--- config.mk ---
export PLATFORM = sky130hd
export DESIGN_NAME = sorted_priority_queue_unit_flat
export DESIGN_NICKNAME = d
export VERILOG_FILES = /design/src/rtl/spq_pkg.sv /design/src/rtl/spq_if.sv /design/src/rtl/spq_cell.sv /design/src/rtl/sorted_priority_queue_unit.sv /design/src/flat_wrapper.sv
export SDC_FILE = /design/constraint.sdc
export NUM_CORES = 2
export LEC_CHECK = 0
export ABC_AREA = 1
export BUFFER_PORTS_ARGS = -buffer_cell sky130_fd_sc_hd__buf_2
export CORE_MARGIN = 2
export CORE_UTILIZATION = 32
export CTS_CLUSTER_DIAMETER = 100
export DETAILED_ROUTE_END_ITERATION = 10
export PLACE_DENSITY = 0.48
export SYNTH_ARGS = -nofsm -noshare
export SYNTH_HDL_FRONTEND = slang
export SYNTH_SLANG_ARGS = --single-unit
--- constraint.sdc ---
create_clock -name i_clk -period 13.1 [get_ports i_clk]
set_clock_uncertainty 0.2 [all_clocks]
set_input_delay 2.62 -clock i_clk [delete_from_list [all_inputs] [get_ports i_clk]]
set_output_delay 2.62 -clock i_clk [all_outputs]
set_load 0.005 [all_outputs]
--- src/rtl/spq_pkg.sv ---
// Package: shared types, sizes and codes of the sorted priority queue.
`default_nettype none
package spq_pkg;

    // Queue capacity and derived widths
    localparam int DEPTH          = 16;
    localparam int CNT_W          = $clog2(DEPTH + 1);
    localparam int ENTRY_COUNT_W  = 5;
    localparam logic [ENTRY_COUNT_W-1:0] FULL_COUNT = ENTRY_COUNT_W'(DEPTH);

    // Operation codes
    localparam logic MODE_ENQ = 1'b0;
    localparam logic MODE_DEQ = 1'b1;

    // Response status codes
    localparam logic [1:0] ST_OK    = 2'd0;
    localparam logic [1:0] ST_FULL  = 2'd1;
    localparam logic [1:0] ST_EMPTY = 2'd2;

    // Request payload
    typedef struct packed {
        logic               mode;
        logic signed [31:0] item_value;
        logic signed [15:0] item_priority;
    } t_req;

    // Response payload
    typedef struct packed {
        logic [1:0]               status;
        logic signed [31:0]       out_value;
        logic [ENTRY_COUNT_W-1:0] entry_count;
    } t_rsp;

    // One stored queue entry
    typedef struct packed {
        logic signed [31:0] value;
        logic signed [15:0] prio;
    } t_entry;

    // Control broadcast to every cell
    typedef struct packed {
        logic   enq;
        logic   deq;
        t_entry item;
    } t_cell_ctl;

endpackage
`default_nettype wire

--- src/rtl/spq_if.sv ---
// Interfaces: request and response channels of the sorted priority queue.
`default_nettype none
interface spq_req_if;
    logic          valid;
    logic          ready;
    spq_pkg::t_req payload;

    modport source(output valid, output payload, input ready);
    modport sink(input valid, input payload, output ready);
endinterface

interface spq_rsp_if;
    logic          valid;
    logic          ready;
    spq_pkg::t_rsp payload;

    modport source(output valid, output payload, input ready);
    modport sink(input valid, input payload, output ready);
endinterface
`default_nettype wire

--- src/rtl/spq_cell.sv ---
// Cell: one slot of the sorted chain, exchanging entries with its neighbors.
`default_nettype none
module spq_cell (
    input  wire logic               i_clk,
    input  wire spq_pkg::t_cell_ctl i_ctl,
    input  wire logic               i_occupied,
    input  wire spq_pkg::t_entry    i_left_entry,
    input  wire logic               i_left_ge,
    input  wire spq_pkg::t_entry    i_right_entry,
    output spq_pkg::t_entry         o_entry,
    output logic                    o_ge
);

    spq_pkg::t_entry r_entry;
    spq_pkg::t_entry n_entry;

    // Flag a stored entry that stays ahead of the incoming one
    assign o_ge    = i_occupied && (r_entry.prio >= i_ctl.item.prio);
    assign o_entry = r_entry;

    // Hold, take the new item, shift down from the left, or shift up from the right
    always_comb begin
        n_entry = r_entry;
        if (i_ctl.enq) begin
            if (o_ge) begin
                n_entry = r_entry;
            end else if (i_left_ge) begin
                n_entry = i_ctl.item;
            end else begin
                n_entry = i_left_entry;
            end
        end else if (i_ctl.deq) begin
            n_entry = i_right_entry;
        end
    end

    always_ff @(posedge i_clk) begin
        r_entry <= n_entry;
    end

endmodule
`default_nettype wire

--- src/rtl/sorted_priority_queue_unit.sv ---
// A response is valid in the cycle after its request is accepted.
// Throughput: one request per cycle while responses are taken; the single
// response register stalls the request side only while a response waits.
// Every cell compares against the incoming priority in the same cycle.
// Reset clears the entry count and the response valid; slot contents are not reset.
`default_nettype none
module sorted_priority_queue_unit (
    input wire logic     i_clk,
    input wire logic     i_rst_n,
    spq_req_if.sink      i_req,
    spq_rsp_if.source    o_rsp
);

    logic [spq_pkg::CNT_W-1:0] r_count;
    logic [spq_pkg::CNT_W-1:0] n_count;
    logic                      r_rsp_valid;
    spq_pkg::t_rsp             r_rsp;
    spq_pkg::t_rsp             n_rsp;

    logic                      accept;
    logic                      full;
    logic                      empty;
    spq_pkg::t_cell_ctl        ctl;
    logic [spq_pkg::CNT_W+spq_pkg::ENTRY_COUNT_W-1:0] count_ext;

    spq_pkg::t_entry           cell_entry [spq_pkg::DEPTH];
    logic                      cell_ge    [spq_pkg::DEPTH];

    // Take a request whenever the response register is free or draining
    assign i_req.ready = !r_rsp_valid || o_rsp.ready;
    assign accept      = i_req.valid && i_req.ready;

    assign full  = (r_count == spq_pkg::CNT_W'(spq_pkg::DEPTH));
    assign empty = (r_count == '0);

    // Broadcast the operation to the chain
    always_comb begin
        ctl.enq        = accept && (i_req.payload.mode == spq_pkg::MODE_ENQ) && !full;
        ctl.deq        = accept && (i_req.payload.mode == spq_pkg::MODE_DEQ) && !empty;
        ctl.item.value = i_req.payload.item_value;
        ctl.item.prio  = i_req.payload.item_priority;
    end

    // Chain of cells, head (highest priority) at slot zero
    for (genvar g = 0; g < spq_pkg::DEPTH; g++) begin : g_cell
        spq_pkg::t_entry left_entry;
        spq_pkg::t_entry right_entry;
        logic            left_ge;

        if (g == 0) begin : g_head
            assign left_entry = '0;
            assign left_ge    = 1'b1;
        end else begin : g_body
            assign left_entry = cell_entry[g-1];
            assign left_ge    = cell_ge[g-1];
        end

        if (g == spq_pkg::DEPTH - 1) begin : g_tail
            assign right_entry = '0;
        end else begin : g_inner
            assign right_entry = cell_entry[g+1];
        end

        spq_cell u_cell (
            .i_clk         (i_clk),
            .i_ctl         (ctl),
            .i_occupied    (r_count > spq_pkg::CNT_W'(g)),
            .i_left_entry  (left_entry),
            .i_left_ge     (left_ge),
            .i_right_entry (right_entry),
            .o_entry       (cell_entry[g]),
            .o_ge          (cell_ge[g])
        );
    end

    // Advance the count
    always_comb begin
        n_count = r_count;
        if (ctl.enq) begin
            n_count = r_count + 1'b1;
        end else if (ctl.deq) begin
            n_count = r_count - 1'b1;
        end
    end

    assign count_ext = {{spq_pkg::ENTRY_COUNT_W{1'b0}}, n_count};

    // Build the response
    always_comb begin
        n_rsp.status      = spq_pkg::ST_OK;
        n_rsp.out_value   = '0;
        n_rsp.entry_count = count_ext[spq_pkg::ENTRY_COUNT_W-1:0];
        if (i_req.payload.mode == spq_pkg::MODE_ENQ) begin
            if (full) begin
                n_rsp.status = spq_pkg::ST_FULL;
            end
        end else begin
            if (empty) begin
                n_rsp.status    = spq_pkg::ST_EMPTY;
                n_rsp.out_value = '1;
            end else begin
                n_rsp.out_value = cell_entry[0].value;
            end
        end
    end

    // Control registers
    always_ff @(posedge i_clk) begin
        if (!i_rst_n) begin
            r_count     <= '0;
            r_rsp_valid <= 1'b0;
        end else begin
            r_count <= n_count;
            if (accept) begin
                r_rsp_valid <= 1'b1;
            end else if (o_rsp.ready) begin
                r_rsp_valid <= 1'b0;
            end
        end
    end

    // Response payload
    always_ff @(posedge i_clk) begin
        if (accept) begin
            r_rsp <= n_rsp;
        end
    end

    assign o_rsp.valid   = r_rsp_valid;
    assign o_rsp.payload = r_rsp;

endmodule
`default_nettype wire

--- src/flat_wrapper.sv ---
// flat-port wrapper written by rule: the top's interface ports become plain ports
module sorted_priority_queue_unit_flat 
  (i_clk, i_rst_n, i_req_valid, i_req_payload, i_req_ready, o_rsp_valid, o_rsp_payload, o_rsp_ready);
  spq_req_if i_req_i ();
  spq_rsp_if o_rsp_i ();
  input wire logic i_clk;
  input wire logic i_rst_n;
  input wire logic [$bits(i_req_i.valid)-1:0] i_req_valid;
  input wire logic [$bits(i_req_i.payload)-1:0] i_req_payload;
  output wire logic [$bits(i_req_i.ready)-1:0] i_req_ready;
  output wire logic [$bits(o_rsp_i.valid)-1:0] o_rsp_valid;
  output wire logic [$bits(o_rsp_i.payload)-1:0] o_rsp_payload;
  input wire logic [$bits(o_rsp_i.ready)-1:0] o_rsp_ready;
  assign i_req_i.valid = i_req_valid;
  assign i_req_i.payload = i_req_payload;
  assign i_req_ready = i_req_i.ready;
  assign o_rsp_valid = o_rsp_i.valid;
  assign o_rsp_payload = o_rsp_i.payload;
  assign o_rsp_i.ready = o_rsp_ready;
  sorted_priority_queue_unit u_core (.i_clk(i_clk), .i_rst_n(i_rst_n), .i_req(i_req_i), .o_rsp(o_rsp_i));
endmodule
; Word-level counts from Yosys, hierarchy flattened
; Index checks and enable logic that the tools add are counted.
[word_totals]
regBits = 813
wordCells = 204
[op_classes]
addsub = 2
n_lt_le_gt_ge = 32
eq_ne = 17
muxes = 71
bitwise_logic = 1
n_reduce_logical = 44
[op_table]
columns = op, n
row1 = $mux W48, 63
row2 = $ge A16 B16 Y1, 16
row3 = $gt A5 B4 Y1 const B, 8
row4 = $mux W32, 1
row5 = $ne A2 B2 Y1 const B, 16
row6 = $reduce_and A2 Y1, 16
row7 = $logic_and A1 B1 Y1, 21
row8 = $gt A5 B3 Y1 const B, 4
row9 = $gt A5 B1 Y1 const B, 2
row10 = $gt A5 B2 Y1 const B, 2
row11 = $mux W5, 2
row12 = $add A5 B1 Y5 const B, 1
row13 = $eq A5 B5 Y1 const B, 1
row14 = $logic_not A5 Y1, 1
row15 = $sub A5 B1 Y5 const B, 1
row16 = $mux W2, 2
row17 = $reduce_bool A2 Y1, 2
row18 = $logic_not A1 Y1, 3
row19 = $mux W1, 3
row20 = $logic_or A1 B1 Y1, 1
row21 = $not A1 Y1, 1

; Logic depth before layout (Yosys ltp)
[logic_depth]
word_depth = 7
depth_mapped = 17

; Cells and area by module
; A second synthesis with hierarchy kept.
[unflattened]
cells_unflattened = 5736
area_unflattened_um2 = 48205.0
[modules_own_cells]
columns = mod, n_inst, cells_per_inst, area_each_um2, seq_area_each_um2
row1 = spq_cell (u_core.g_cell[0].u_cell ...), 9, 344, 2879.0, 1441.4
row2 = spq_cell (u_core.g_cell[3].u_cell ...), 7, 344, 2867.8, 1441.4
row3 = sorted_priority_queue_unit, 1, 232, 2219.6, 1291.2

; Least setup slack after synthesis
; OpenSTA, ideal clock, no wires.
[synth_timing]
kind = input to register
startpoint = input port i_req_payload[9]
endpoint = register u_core.g_cell[14].u_cell.r_entry (netlist bit u_core.g_cell[14].u_cell.o_entry[0]), enable pin
setup_ps = 482
t_arrival_ps = 7144
slack_ps = 5273
path_stages = 14
path_buffers = 3
path_cell_list = clkinv_1 -> clkbuf_1 -> ha_1 -> nand2_1 -> inv_1 -> o21ai_0 -> a21oi_1 -> nor2_1 -> nand2_1 -> nand2_1 -> nand3_1 -> buf_2 -> buf_2 -> a31oi_1
[synth_between]
elab_chain_len = 4
[synth_rtl]
columns = element, line_no
row1 = "start, declared", flat_wrapper.sv:9  ; input wire logic [$bits(i_req_i.payload)-1:0] i_req_payload;
row2 = $ge A16 B16 Y1, spq_cell.sv:18  ; assign o_ge = i_occupied && (r_entry.prio >= i_ctl.item.prio);
row3 = $logic_and A1 B1 Y1, spq_cell.sv:18
row4 = $ne A2 B2 Y1 (no line), -
row5 = $reduce_and A2 Y1 (no line), -
row6 = "end signal, assigned", spq_cell.sv:38  ; r_entry <= n_entry;
row7 = "end, declared", spq_cell.sv:14  ; spq_pkg::t_entry r_entry;
; No other way between the ends.
; A chain may end at the register's enable or synchronous reset.

==> summary.md <==
| Metric | Value |
|---|---|
| Met1 GRT Util | 26.8% |
| Leak Pwr | 27.3 nW |
| Post-synth cell types | 34 |
| Core area | 160000 um2 |
| Hold buffers post-CTS | 0 |
| NumNets Final | 6909 |
| DP Area | 54000 um2 |
| Area delta synth->final | 10.5% |
| Die W | 406 um |
| Port bufs | 93 |
| Pre-Repair DR Iteration Count | 8 |
| Routed len/inst | 16.6 um |
| Buf/Inv on CP | 6 |
| Vias per inst | 4.71 |
| CTS clk-pin slew, worst paths | 60 ps |
| Crit path max-delay family | buffers and inverters |
| Final Hold Viols | 0 |
| Root buf cell | clkbuf_16 |
| Worst EP required | 13480 ps |
| Critical Path AT | 7680 ps |
| Status | finished, final reports clean |
| Residual DRC count | 0 |
| Crit Path Max Fanout | 98 |
| Slowest cell on crit path | buf_4 |
| Final period util | 55.7% |
| DRT iter0 DRCs | 3630 |
| Syn Area/Cell | 7.64 um2 |
| Setup CP Type | in2reg |
| GPL Wtd Cong | 0.790 |
| Dpl hpwl | 98700 um |
| Largest stage delay on the critical path | 980 ps |
| FFs w/ async S/R, synth | 0% |
| Row count | 147 |
| Fin area | 57100 um2 |
| Syn. warnings | 0 |
| Final Setup Violations | 0 |
| PD cells | 152 nW/um2 |
| DIE HEIGHT | 406 um |
| Number of buffers created by CTS | 101 |
| Initial Util | 32.2% |
| GR Util met2 | 26.6% |
| Final Max Tran Viols | 0 |
| Grt ovf | 0 |
| Final non-filler cell total | 8841 |
| Antenna Nets Post-Route | 0 |
| Crit end category | flip-flop |
| Seq cells post-synth | 813 |
| Slew @ Worst Pin | 1290 ps |
| Slew Limit Headroom | 13.7% |
| GR Util All Layers | 17.6% |
| Synth Instances | 6765 |
| Clk_lat worst skew | 720 ps |
| Mapped Area | 51700 um2 |
| Ys flop type | edfxtp_1 |
| FMAX | 0.137 GHz |
| CTS max path bufs | 3 |
| Type of the worst min-delay path | reg2reg |
| Via count | 41700 |
| Vias in the first global route | 41500 |
| Sequential area share after synthesis | 47.1% |
| Post-CTS Setup Bufs | 0 |
| RSZ-0062 raised after global routing | no |
| Ratio of cells with drive above 1 in the final layout | 5.46% |
| Cts repair resizes | 0 |
| Final WL | 147000 um |
| Number of enable flip-flop cells after synthesis | 807 |
| CTS sink cnt | 813 |
| Largest net degree at the start of global routing | 207 |
| Met3 Track Usage GR | 2.27% |
| CP Cell Sequence | buf_2 > inv_1 > nand2_1 > nand2_1 > nor2_1 > nand2_4 > buf_4 > buf_4 > buf_4 > buf_4 > nand2_1 > nand2_1 |
| Inst Count DP | 8652 |
| Tmin final | 7300 ps |
| Full die area | 165000 um2 |
| Finished Core Util | 35.6% |
| Gr busiest metal | met1 |
| H-tree levels | 3 |
| Setup tns final | 0 ps |
| Syn nets | 7079 |
| Peak supply drop | 0.101 mV |
| First-pass GRT wire length | 237000 um |
| Crit start category | input pin |
| Number of antenna violations at the first check in global routing | 1 |
| Number of I/O pins | 94 |
| Max Cap Violations | 0 |
| CTS tree | done |
cell usage after synthesis (2+ instances only):
| cell type | number | area share (%) |
|---|---|---|
| o21ai_1 | 4 | 0.039 |
| edfxtp_1 | 807 | 47 |
| o31ai_2 | 2 | 0.048 |
| a21boi_2 | 2 | 0.044 |
| nor3_1 | 4 | 0.039 |
| clkinv_1 | 16 | 0.12 |
| nand3_1 | 1456 | 14 |
| buf_6 | 4 | 0.087 |
| a31oi_1 | 16 | 0.19 |
| buf_2 | 121 | 1.2 |
| o21ai_0 | 62 | 0.60 |
| clkbuf_1 | 282 | 2.0 |
| dfxtp_1 | 6 | 0.23 |
| nand3_2 | 6 | 0.12 |
| o21bai_1 | 12 | 0.17 |
| nand2_1 | 2474 | 18 |
| buf_4 | 24 | 0.35 |
| a21oi_1 | 170 | 1.6 |
| inv_1 | 858 | 6.2 |
| o22ai_1 | 2 | 0.024 |
| buf_1 | 22 | 0.16 |
| nand4_1 | 29 | 0.35 |
| ha_1 | 261 | 6.3 |
| xor2_1 | 3 | 0.051 |
| nor2_1 | 111 | 0.81 |
| inv_2 | 3 | 0.022 |
cell families (layout without fill, tap and decap cells):
group,count (synthesis),count (layout),share of synthesized area (%)
adders and majority gates,261,261,6.32
AOI/OAI and AO/OA,275,275,2.85
and+or+nand+nor,4083,4083,33.4
other,0,1,0
DFF,813,813,47.1
xor gates and xnor gates,3,3,0.0509
buffers and inverters,1330,1245,10.2
path summary, 6_finish.rpt:
check | startpoint | to | slack [ps] | cells after the start
worst max register to register | u_core.r_count[1]$_SDFF_PN0_ | u_core.g_cell[11].u_cell.o_entry[23]$_DFFE_PP_ | 6980 | 10
worst min register to register | u_core.o_rsp.valid$_SDFFE_PN0P_ | u_core.o_rsp.valid$_SDFFE_PN0P_ | 310 | 2
worst max-delay path | o_rsp_ready | u_core.g_cell[11].u_cell.o_entry[23]$_DFFE_PP_ | 5800 | 12
worst min-delay path | u_core.o_rsp.valid$_SDFFE_PN0P_ | u_core.o_rsp.valid$_SDFFE_PN0P_ | 310 | 2
per-stage QoR:
stage | hold slack [ps] | power [W] | setup WS, ps
final | 313 | 0.00865 | 5800
after global routing | 334 | 0.00920 | 5450
after CTS | 317 | 0.00875 | 5900
after detailed placement | 304 | 0.00601 | 5120
after global placement | 299 | 0.00597 | 5150
after floorplan | 295 | 0.00533 | 5270
worst register-to-register path: stages (launching register included):
cell and delay, ps:
dfxtp_1 420, inv_1 200, ha_1 240, nand3_1 260
nand2_4 920, buf_4 980, buf_4 1020, buf_4 700
buf_4 770, nand2_1 190, nand2_1 100
per-layer routing:
layer,wire length (um),up-vias
met5,0,-
met4,2640,0
met3,6410,147
met2,60600,862
met1,76800,18900
li1,-,21700
final cells by class:
| cell class | instances | area, um2 |
|---|---|---|
| clock buffer | 136 | 2700 |
| tap | 2160 | 2700 |
| multi-input combinational | 4622 | 22500 |
| timing repair buffer | 180 | 1140 |
| sequential | 813 | 24400 |
| inverter | 877 | 3300 |
| antenna | 1 | 2.50 |
| clock inverter | 52 | 418 |
| fill | 17100 | 103000 |
power by group:
part,internal (W),switching [W],total (W)
logic,0.000648,0.00163,0.00228
registers,0.00344,0.000222,0.00366
clock network,0.00154,0.00117,0.00271
registers in the layout, indices dropped and copies added (netlist names):
name / count
u_core.r_count: 5
u_core.o_rsp.payload: 39
u_core.o_rsp.valid: 1
u_core.g_cell.u_cell.o_entry: 768
layout by cell type (no fill, tap or decap), types with 4 or more instances in the layout:
cell type	instances
a21oi_1	168
a31oi_4	15
buf_2	93
buf_4	85
bufinv_16	5
clkbuf_1	32
clkbuf_16	102
clkinv_1	40
clkinv_2	17
dfxtp_1	6
edfxtp_1	807
ha_1	261
inv_1	858
nand2_1	2468
nand2_2	5
nand3_1	1446
nand3_2	15
nand4_1	29
nor2_1	111
nor3_1	4
o21ai_0	62
o21ai_4	4
o21bai_1	12
(Power assumes the default switching activity.)
